<file path="src/hdl/lagi_pkg.sv">
// ----------------------------------------------------------------------------
// lagi_pkg
// Shared types and constants of the Lagrange interpolator.
// ----------------------------------------------------------------------------
package lagi_pkg;

    localparam int MAX_POINTS_DEF = 8;
    localparam int XY_W           = 32;
    localparam int KIND_W         = 2;
    localparam int STAT_W         = 2;
    localparam int TERM_W         = 63;   // signed, holds +-2^61
    localparam int MAG_W          = 62;   // magnitude up to 2^61
    localparam int DIF_W          = 33;   // magnitude of a 33-bit difference
    localparam int PROD_W         = MAG_W + DIF_W;

    localparam logic [MAG_W-1:0] TERM_LIM = MAG_W'(64'd1 << 61);

    typedef enum logic [KIND_W-1:0] {
        K_CLEAR  = 2'd0,
        K_APPEND = 2'd1,
        K_EVAL   = 2'd2,
        K_NONE   = 2'd3
    } t_kind;

    typedef enum logic [STAT_W-1:0] {
        ST_INTERP = 2'd0,
        ST_EXACT  = 2'd1,
        ST_ORDER  = 2'd2,
        ST_EMPTY  = 2'd3
    } t_status;

    // request and answer between the sequencer and the multiply-divide unit
    typedef struct packed {
        logic             start;
        logic [MAG_W-1:0] a;
        logic [DIF_W-1:0] b;
        logic [DIF_W-1:0] d;
    } t_md_req;

    typedef struct packed {
        logic             done;
        logic [MAG_W-1:0] q;
    } t_md_rsp;

endpackage

</file>
<file path="src/hdl/lagi_if.sv">
// ----------------------------------------------------------------------------
// lagi_in_if / lagi_out_if
// Valid/ready channels of the Lagrange interpolator.
// ----------------------------------------------------------------------------
interface lagi_in_if;
    logic               valid;
    logic               ready;
    logic [1:0]         kind;
    logic signed [31:0] x_value;
    logic signed [31:0] y_value;
    modport source (output valid, kind, x_value, y_value, input ready);
    modport sink   (input valid, kind, x_value, y_value, output ready);
endinterface

interface lagi_out_if;
    logic               valid;
    logic               ready;
    logic signed [31:0] result_value;
    logic [1:0]         status;
    modport source (output valid, result_value, status, input ready);
    modport sink   (input valid, result_value, status, output ready);
endinterface

</file>
<file path="src/hdl/lagi_muldiv.sv">
// ----------------------------------------------------------------------------
// lagi_muldiv
// round(a * b / d) on magnitudes, halves up, saturated to 2^61.
// Multiply by shift-add one bit per cycle, then restoring division one
// quotient bit per cycle.
// ----------------------------------------------------------------------------
module lagi_muldiv
    import lagi_pkg::*;
(
    input  logic    i_clk,
    input  logic    i_rst_n,
    input  t_md_req i_req,
    output t_md_rsp o_rsp
);

    typedef enum logic [1:0] {S_IDLE, S_MUL, S_DIV, S_FIN} t_state;

    localparam int CNT_W = $clog2(PROD_W + 1);

    t_state              r_state;
    logic [CNT_W-1:0]    r_cnt;
    logic [PROD_W-1:0]   r_prod;
    logic [PROD_W-1:0]   r_quo;
    logic [DIF_W:0]      r_rem;
    logic [MAG_W-1:0]    r_a;
    logic [DIF_W-1:0]    r_b;
    logic [DIF_W-1:0]    r_d;
    logic                r_done;
    logic [MAG_W-1:0]    r_q;

    logic [DIF_W:0]      n_rem_sh;
    logic [DIF_W:0]      n_rem_sub;
    logic                n_ge;
    logic [DIF_W:0]      n_half;
    logic [PROD_W:0]     n_rnd;

    // shift in one dividend bit and try the subtract
    always_comb begin
        n_rem_sh  = {r_rem[DIF_W-1:0], r_prod[PROD_W-1]};
        n_ge      = n_rem_sh >= {1'b0, r_d};
        n_rem_sub = n_ge ? n_rem_sh - {1'b0, r_d} : n_rem_sh;
        n_half    = {1'b0, r_d} - r_rem;
        n_rnd     = {1'b0, r_quo} + ((r_rem >= n_half) ? (PROD_W+1)'(1) : '0);
    end

    // sequence multiply, divide, round
    always_ff @(posedge i_clk) begin
        if (!i_rst_n) begin
            r_state <= S_IDLE;
            r_done  <= 1'b0;
        end else begin
            r_done <= 1'b0;
            case (r_state)
                S_IDLE: begin
                    if (i_req.start) begin
                        r_a    <= i_req.a;
                        r_b    <= i_req.b;
                        r_d    <= i_req.d;
                        r_prod <= '0;
                        r_cnt  <= CNT_W'(DIF_W);
                        if (i_req.d == '0) begin
                            r_q     <= TERM_LIM;
                            r_done  <= 1'b1;
                        end else begin
                            r_state <= S_MUL;
                        end
                    end
                end
                S_MUL: begin
                    r_prod <= (r_prod << 1)
                        + (r_b[DIF_W-1] ? PROD_W'(r_a) : '0);
                    r_b    <= r_b << 1;
                    r_cnt  <= r_cnt - 1'b1;
                    if (r_cnt == CNT_W'(1)) begin
                        r_state <= S_DIV;
                        r_cnt   <= CNT_W'(PROD_W);
                        r_rem   <= '0;
                        r_quo   <= '0;
                    end
                end
                S_DIV: begin
                    r_rem  <= n_rem_sub;
                    r_quo  <= {r_quo[PROD_W-2:0], n_ge};
                    r_prod <= r_prod << 1;
                    r_cnt  <= r_cnt - 1'b1;
                    if (r_cnt == CNT_W'(1)) r_state <= S_FIN;
                end
                S_FIN: begin
                    r_state <= S_IDLE;
                    r_done  <= 1'b1;
                    if (r_quo >= PROD_W'(TERM_LIM) || n_rnd > (PROD_W+1)'(TERM_LIM)) begin
                        r_q <= TERM_LIM;
                    end else begin
                        r_q <= n_rnd[MAG_W-1:0];
                    end
                end
                default: r_state <= S_IDLE;
            endcase
        end
    end

    assign o_rsp.done = r_done;
    assign o_rsp.q    = r_q;

endmodule

</file>
<file path="src/hdl/lagrange_interpolator.sv">
// ----------------------------------------------------------------------------
// lagrange_interpolator
// Stores up to MAX_POINTS (x, y) points in Q16.16 and evaluates the
// Lagrange polynomial through them at a query x.
// ----------------------------------------------------------------------------
// Usage:
//   Input channel carries kind, x_value, y_value. kind clear and append
//   produce no result; evaluate produces one result (result_value, status).
//   Points live in two synchronous memories (x and y), one read per cycle.
//   Evaluation walks the points for the exact-hit and order checks, then
//   forms n*(n-1) multiply-divide steps in one shared unit, each step
//   including its operand read. One item is worked on at a time; the
//   result moves to an output register, and the next item is taken while
//   it waits there. A further result is held in the sequencer until the
//   output register is free, and the input stays stalled meanwhile.
//   Reset empties the point set; memory contents need no clearing.
//   A stalled receiver holds the result stable until transferred.
// ----------------------------------------------------------------------------
module lagrange_interpolator
    import lagi_pkg::*;
#(
    parameter int MAX_POINTS = MAX_POINTS_DEF
) (
    input  logic       i_clk,
    input  logic       i_rst_n,
    lagi_in_if.sink    i_in,
    lagi_out_if.source o_out
);

    localparam int IDX_W = $clog2(MAX_POINTS);
    localparam int CNT_W = $clog2(MAX_POINTS + 1);

    typedef enum logic [3:0] {
        S_IDLE, S_CHK_RD, S_CHK, S_J_RD, S_J, S_K_RD, S_K, S_MD_WAIT,
        S_ACC, S_DONE
    } t_state;

    // point memories
    logic [XY_W-1:0] r_mem_x [MAX_POINTS];
    logic [XY_W-1:0] r_mem_y [MAX_POINTS];
    logic [XY_W-1:0] r_rd_x;
    logic [XY_W-1:0] r_rd_y;
    logic [IDX_W-1:0] n_raddr;
    logic             n_we;

    t_state               r_state;
    logic [CNT_W-1:0]     r_count;
    logic [CNT_W-1:0]     r_j;
    logic [CNT_W-1:0]     r_k;
    logic signed [XY_W-1:0] r_qx;
    logic signed [XY_W-1:0] r_prev_x;
    logic signed [XY_W-1:0] r_xj;
    logic signed [TERM_W-1:0] r_term;
    logic signed [TERM_W-1:0] r_acc;
    logic                 r_neg;
    logic                 r_md_start;
    logic [MAG_W-1:0]     r_md_a;
    logic [DIF_W-1:0]     r_md_b;
    logic [DIF_W-1:0]     r_md_d;
    logic                 r_ovalid;
    logic signed [XY_W-1:0] r_ores;
    logic [STAT_W-1:0]    r_ostat;
    logic signed [XY_W-1:0] r_out_res;
    logic [STAT_W-1:0]    r_out_stat;

    t_md_req md_req;
    t_md_rsp md_rsp;

    logic signed [DIF_W-1:0] n_num;
    logic signed [DIF_W-1:0] n_den;
    logic signed [TERM_W:0]  n_sum;
    logic                    n_in_ok;

    assign n_in_ok = (r_state == S_IDLE);
    assign i_in.ready = n_in_ok;

    // write port: append while not full
    assign n_we = i_in.valid && n_in_ok && (t_kind'(i_in.kind) == K_APPEND)
                  && (r_count < CNT_W'(MAX_POINTS));

    // read address follows the sequencer
    always_comb begin
        case (r_state)
            S_CHK_RD: n_raddr = r_j[IDX_W-1:0];
            S_J_RD:   n_raddr = r_j[IDX_W-1:0];
            S_K_RD:   n_raddr = r_k[IDX_W-1:0];
            default:  n_raddr = '0;
        endcase
    end

    always_ff @(posedge i_clk) begin
        if (n_we) begin
            r_mem_x[r_count[IDX_W-1:0]] <= i_in.x_value;
            r_mem_y[r_count[IDX_W-1:0]] <= i_in.y_value;
        end
        r_rd_x <= r_mem_x[n_raddr];
        r_rd_y <= r_mem_y[n_raddr];
    end

    // differences for the current factor
    assign n_num = DIF_W'(r_qx) - DIF_W'($signed(r_rd_x));
    assign n_den = DIF_W'(r_xj) - DIF_W'($signed(r_rd_x));
    assign n_sum = (TERM_W+1)'(r_acc) + (TERM_W+1)'(r_term);

    assign md_req.start = r_md_start;
    assign md_req.a     = r_md_a;
    assign md_req.b     = r_md_b;
    assign md_req.d     = r_md_d;

    lagi_muldiv u_md (
        .i_clk   (i_clk),
        .i_rst_n (i_rst_n),
        .i_req   (md_req),
        .o_rsp   (md_rsp)
    );

    // sequencer
    always_ff @(posedge i_clk) begin
        if (!i_rst_n) begin
            r_state    <= S_IDLE;
            r_count    <= '0;
            r_ovalid   <= 1'b0;
            r_md_start <= 1'b0;
        end else begin
            r_md_start <= 1'b0;
            // output register: load a finished result, drop it once transferred
            if (r_state == S_DONE && (!r_ovalid || o_out.ready)) begin
                r_ovalid   <= 1'b1;
                r_out_res  <= r_ores;
                r_out_stat <= r_ostat;
            end else if (o_out.ready) begin
                r_ovalid <= 1'b0;
            end
            case (r_state)
                S_IDLE: begin
                    if (i_in.valid && n_in_ok) begin
                        case (t_kind'(i_in.kind))
                            K_CLEAR:  r_count <= '0;
                            K_APPEND: if (n_we) r_count <= r_count + 1'b1;
                            K_EVAL: begin
                                r_qx <= i_in.x_value;
                                r_j  <= '0;
                                if (r_count == '0) begin
                                    r_ores  <= '0;
                                    r_ostat <= ST_EMPTY;
                                    r_state <= S_DONE;
                                end else begin
                                    r_state <= S_CHK_RD;
                                end
                            end
                            default: ;
                        endcase
                    end
                end
                S_CHK_RD: r_state <= S_CHK;
                S_CHK: begin
                    if (r_j != '0 && $signed(r_rd_x) <= r_prev_x) begin
                        r_ores  <= '0;
                        r_ostat <= ST_ORDER;
                        r_state <= S_DONE;
                    end else if ($signed(r_rd_x) == r_qx) begin
                        r_ores  <= r_rd_y;
                        r_ostat <= ST_EXACT;
                        r_state <= S_DONE;
                    end else if (r_j + 1'b1 == r_count) begin
                        r_j     <= '0;
                        r_acc   <= '0;
                        r_state <= S_J_RD;
                    end else begin
                        r_prev_x <= r_rd_x;
                        r_j      <= r_j + 1'b1;
                        r_state  <= S_CHK_RD;
                    end
                end
                S_J_RD: r_state <= S_J;
                S_J: begin
                    r_xj    <= r_rd_x;
                    r_term  <= TERM_W'($signed(r_rd_y));
                    r_k     <= (r_j == '0) ? CNT_W'(1) : '0;
                    r_state <= (r_count == CNT_W'(1)) ? S_ACC : S_K_RD;
                end
                S_K_RD: r_state <= S_K;
                S_K: begin
                    r_neg      <= r_term[TERM_W-1] ^ (n_num[DIF_W-1] ^ n_den[DIF_W-1]);
                    r_md_a     <= r_term[TERM_W-1] ? MAG_W'(-r_term) : MAG_W'(r_term);
                    r_md_b     <= n_num[DIF_W-1] ? DIF_W'(-n_num) : DIF_W'(n_num);
                    r_md_d     <= n_den[DIF_W-1] ? DIF_W'(-n_den) : DIF_W'(n_den);
                    r_md_start <= 1'b1;
                    r_state    <= S_MD_WAIT;
                end
                S_MD_WAIT: begin
                    if (md_rsp.done) begin
                        r_term <= r_neg ? -TERM_W'(md_rsp.q) : TERM_W'(md_rsp.q);
                        // next k, skipping j
                        if (r_k + 1'b1 == r_j) begin
                            r_k <= r_k + CNT_W'(2);
                            r_state <= (r_k + CNT_W'(2) >= r_count) ? S_ACC : S_K_RD;
                        end else begin
                            r_k <= r_k + 1'b1;
                            r_state <= (r_k + 1'b1 >= r_count) ? S_ACC : S_K_RD;
                        end
                    end
                end
                S_ACC: begin
                    if (n_sum > (TERM_W+1)'($signed({1'b0, TERM_LIM}))) begin
                        r_acc <= TERM_W'($signed({1'b0, TERM_LIM}));
                    end else if (n_sum < -(TERM_W+1)'($signed({1'b0, TERM_LIM}))) begin
                        r_acc <= -TERM_W'($signed({1'b0, TERM_LIM}));
                    end else begin
                        r_acc <= n_sum[TERM_W-1:0];
                    end
                    if (r_j + 1'b1 == r_count) begin
                        r_state <= S_DONE;
                        r_ostat <= ST_INTERP;
                        if (n_sum > (TERM_W+1)'(32'sh7fffffff)) begin
                            r_ores <= 32'sh7fffffff;
                        end else if (n_sum < -(TERM_W+1)'(64'sh80000000)) begin
                            r_ores <= 32'sh80000000;
                        end else begin
                            r_ores <= n_sum[XY_W-1:0];
                        end
                    end else begin
                        r_j     <= r_j + 1'b1;
                        r_state <= S_J_RD;
                    end
                end
                S_DONE: begin
                    // hold until the output register is free
                    if (!r_ovalid || o_out.ready) r_state <= S_IDLE;
                end
                default: r_state <= S_IDLE;
            endcase
        end
    end

    assign o_out.valid        = r_ovalid;
    assign o_out.result_value = r_out_res;
    assign o_out.status       = r_out_stat;

endmodule

</file>
<file path="src/flat_wrapper.sv">
// flat-port wrapper written by rule: the top's interface ports become plain ports
module lagrange_interpolator_flat import lagi_pkg::*;
#(
    parameter int MAX_POINTS = MAX_POINTS_DEF
)
  (i_clk, i_rst_n, i_in_valid, i_in_kind, i_in_x_value, i_in_y_value, i_in_ready, o_out_valid, o_out_result_value, o_out_status, o_out_ready);
  lagi_in_if i_in_i ();
  lagi_out_if o_out_i ();
  input  logic i_clk;
  input  logic i_rst_n;
  input wire logic [$bits(i_in_i.valid)-1:0] i_in_valid;
  input wire logic [$bits(i_in_i.kind)-1:0] i_in_kind;
  input wire logic [$bits(i_in_i.x_value)-1:0] i_in_x_value;
  input wire logic [$bits(i_in_i.y_value)-1:0] i_in_y_value;
  output wire logic [$bits(i_in_i.ready)-1:0] i_in_ready;
  output wire logic [$bits(o_out_i.valid)-1:0] o_out_valid;
  output wire logic [$bits(o_out_i.result_value)-1:0] o_out_result_value;
  output wire logic [$bits(o_out_i.status)-1:0] o_out_status;
  input wire logic [$bits(o_out_i.ready)-1:0] o_out_ready;
  assign i_in_i.valid = i_in_valid;
  assign i_in_i.kind = i_in_kind;
  assign i_in_i.x_value = i_in_x_value;
  assign i_in_i.y_value = i_in_y_value;
  assign i_in_ready = i_in_i.ready;
  assign o_out_valid = o_out_i.valid;
  assign o_out_result_value = o_out_i.result_value;
  assign o_out_status = o_out_i.status;
  assign o_out_i.ready = o_out_ready;
  lagrange_interpolator #(.MAX_POINTS(MAX_POINTS)) u_core (.i_clk(i_clk), .i_rst_n(i_rst_n), .i_in(i_in_i), .o_out(o_out_i));
endmodule
</file>
<file path="config.mk">
export PLATFORM = sky130hd
export DESIGN_NAME = lagrange_interpolator_flat
export DESIGN_NICKNAME = d
export VERILOG_FILES = /design/src/hdl/lagi_pkg.sv /design/src/hdl/lagi_if.sv /design/src/hdl/lagi_muldiv.sv /design/src/hdl/lagrange_interpolator.sv /design/src/flat_wrapper.sv
export SDC_FILE = /design/constraint.sdc
export NUM_CORES = 2
export LEC_CHECK = 0
export BUFFER_PORTS_ARGS = -buffer_cell sky130_fd_sc_hd__clkbuf_2
export CORE_MARGIN = 2
export CORE_UTILIZATION = 23
export CTS_CLUSTER_DIAMETER = 80
export DETAILED_ROUTE_END_ITERATION = 8
export GPL_ROUTABILITY_DRIVEN = 0
export SLEW_MARGIN = 20
export SYNTH_ARGS = -nofsm -noshare
export SYNTH_HDL_FRONTEND = slang
export SYNTH_SLANG_ARGS = --single-unit
</file>
<file path="constraint.sdc">
create_clock -name i_clk -period 16.8 [get_ports i_clk]
set_input_delay 2.52 -clock i_clk [delete_from_list [all_inputs] [get_ports i_clk]]
set_output_delay 2.52 -clock i_clk [all_outputs]
set_load 0.1 [all_outputs]
</file>
==> impl_metrics.csv <==
group,metric,value,unit
outcome,status,"finished clean",
synth,syn_nets,7452,
clocking,post_cts_buffers,0,
critical_path,path_buf_inv,2,
clocking,clock-sinks,1437,
sta,fin_crit,10.95,ns
synth,postSynthAreaPerCell,10.8,sq um
critical_path,cp_slowest_stage_delay,0.93,ns
drt,drc,0,
synth,synth_warnings,0,
sta,finalSetupTns,0,ns
sta,finClkSkew,0.116,ns
floorplanning,die_h,579,um
global_routing,grt_max_degree,96,
global_routing,grt_pass1_vias,51000,
critical_path,cp.arrival,11.59,ns
finish,layout.nets,7477,
synth,syn_inst,7030,
finish,final_cell_mix,"edfxtp_1, nand2_1, nand3_1, nor2_1, o21ai_0",
floorplanning,die_x,579,um
critical_path,rr_worst_depth,40,
clocking,cts_buffer_depth,4,
clocking,cts_root_buffer,"clkbuf_16",
sta,relSlewSlack,0.111,
clocking,cts_tree,"built",
drt,num_vias,53200,
sta,final-hold-violation-count,0,
sta,setup_violations,0,
critical_path,path_delay_family,"compound AO/OA/AOI/OAI gates",
power_and_ir_drop,power.density,124,nW/um^2
sta,hold_slack,0.382,ns
floorplanning,num_rows,211,
place,dp_hpwl,138000,um
clocking,hold_buffers,0,
critical_path,slowest_stage,"o41a_2",
floorplanning,start_util,0.231,
synth,synth_area,76000,sq um
global_routing,grt_overflow,0,
critical_path,r2r_end,"u_core.u_md.r_q[17]",
clocking,path_clk_slew,0.06,ns
power_and_ir_drop,vdd_drop_max,0.0000926,V
drt,dr.pass1.iters,9,
synth,yosysSeqAreaShare,0.558,
synth,synth_cell_types,96,
critical_path,worstSetupEndpointType,"flop",
drt,wl,201000,um
drt,via_per_inst,4.61,
place,io_buffer_count,105,
sta,rsz0062_at_grt,"false",
critical_path,cp-startpoint,"u_core.u_md.r_d[0]",
finish,final_common_cell,"edfxtp_1",
hold_path,worstHoldPathType,"reg -> reg",
critical_path,critical_path_class,"reg -> reg",
floorplanning,io_pins,106,
drt,drtIter0Drc,4489,
critical_path,r2r_start,"u_core.u_md.r_d[0]",
clocking,clk_latency,0.87,ns
synth,ys_ff_latch,1437,
synth,synth_flop_cell,"edfxtp_1",
sta,timing.final.crit_share,0.652,
sta,tightest_slew,1.30,ns
synth,synth_edf_count,1360,
critical_path,crit_end,"u_core.u_md.r_q[17]",
critical_path,path_depth,40,
global_routing,grt_pass1_wl,309000,um
finish,area_delta_synth_final,13.9,%
global_routing,globalRouteTotalUtil,0.116,
floorplanning,coreArea,329000,sq um
drt,wl_per_cell,17.4,um
global_routing,antenna_found_initial,17,
critical_path,start_kind,"flop",
critical_path,path_max_fanout,57,
drt,final_antenna_net_count,0,
synth,async_reset_ff_frac,0,
clocking,cts_max_level,4,
sta,maxSlewViolCount,0,
critical_path,cp.required,17.44,ns
job,cap_violations,0,
power_and_ir_drop,leakagePower,30.9,nW
finish,drive_above_1_share,0.0744,
floorplanning,dieArea,335000,sq um
critical_path,regToRegSetupSlack,5.85,ns
clocking,cts_buffers,159,
clocking,ctsResizeCount,0,
sta,max_freq,91.4,MHz
## Yosys cell counts, types with 77 or more instances
cell type	count	area, sq um
nor2_1	392	1470
inv_1	247	927
clkbuf_1	298	1120
xnor2_1	276	2420
nand3_1	450	2250
ha_1	346	4330
xor2_1	197	1730
and2_1	217	1360
nand4_1	101	632
o21ai_0	370	1850
dfxtp_1	77	1540
a21oi_1	364	1820
nor3_1	94	470
a31oi_1	81	507
nand2_1	983	3690
a21o_1	165	1240
edfxtp_1	1360	40800
nor2b_1	97	607
## worst min path at each step
stage,cells after the start,endpoint,slack [ns],startpoint
after floorplan,0,u_core.o_out.result_value[0],0.40,u_core.r_ores[0]
after global placement,0,u_core.u_md.r_a[30],0.40,u_core.r_md_a[30]
after detailed placement,0,u_core.u_md.r_a[0],0.40,u_core.r_md_a[0]
after CTS,0,u_core.u_md.r_a[5],0.37,u_core.r_md_a[5]
after global routing,0,u_core.u_md.r_a[5],0.39,u_core.r_md_a[5]
final,0,u_core.u_md.r_a[5],0.38,u_core.r_md_a[5]
## sequential cells by signal, indices dropped and copies added (netlist names), 34 cells and up
signal and flops:
u_core.u_md.r_prod 95, u_core.r_term 63, u_core.u_md.r_q 62, u_core.r_mem_x 256, u_core.r_acc 63, u_core.r_md_a 62, u_core.u_md.r_quo 95, u_core.r_mem_y 256
u_core.u_md.r_rem 34, u_core.u_md.r_a 62
## layout make-up
type / count / area [sq um]
clock inverters: 81 / 718
inverters: 247 / 927
fillers: 34500 / 243000
clock buffers: 198 / 4240
diodes: 1 / 2.50
well taps: 4366 / 5460
repair buffers: 184 / 1130
flip-flops and latches: 1437 / 42400
multi-input cells: 5026 / 31700
## cells by family (layout without fill, tap and decap cells)
| group | after synthesis | after routing | share of synthesized area |
|---|---|---|---|
| mux | 53 | 53 | 0.00759 |
| other cells | 0 | 1 | 0 |
| xor+xnor | 473 | 473 | 0.0545 |
| simple gates | 2722 | 2722 | 0.174 |
| fa+ha+maj | 352 | 352 | 0.0586 |
| flops | 1437 | 1437 | 0.558 |
| buf+inv | 567 | 710 | 0.0283 |
| compound gates | 1426 | 1426 | 0.119 |
## per-layer routing
layer	track usage	share of wire	wire, um	vias up
li1	-	-	-	25800
met4	0.0402	0.034	6800	24
met1	0.154	0.45	89700	25700
met3	0.0173	0.051	10300	324
met2	0.193	0.47	93900	1319
met5	0	0.00079	158	-
## metrics by stage
stage | std cells | cell area [sq um] | setup slack (ns) | util | power, W
global route | 11500 | 86500 | 4.99 | 0.263 | 0.0112
global placement | 11300 | 81500 | 6.07 | 0.248 | 0.00733
detailed placement | 11300 | 81500 | 5.99 | 0.248 | 0.00735
finish | 11500 | 86500 | 5.85 | 0.263 | 0.0107
floorplan | 7030 | 76000 | 3.92 | - | 0.00641
CTS | 11500 | 86500 | 5.91 | 0.263 | 0.0108
## worst register-to-register path: cells and delay by family, from the launching register on
kind / cells / cell delay [ns]
muxes: 2 / 0.57
AOI/OAI and AO/OA: 16 / 4.41
DFF: 1 / 0.42
and+or+nand+nor: 14 / 3.72
adders and majority gates: 5 / 1.40
buffers and inverters: 2 / 0.14
xor gates and xnor gates: 1 / 0.12
## power breakdown
| part | switching (W) | total, W | internal [W] |
|---|---|---|---|
| logic | 0.00184 | 0.00280 | 0.000967 |
| registers | 0.000217 | 0.00449 | 0.00427 |
| clock network | 0.00145 | 0.00340 | 0.00195 |
Power figures use the tool's default switching activity.
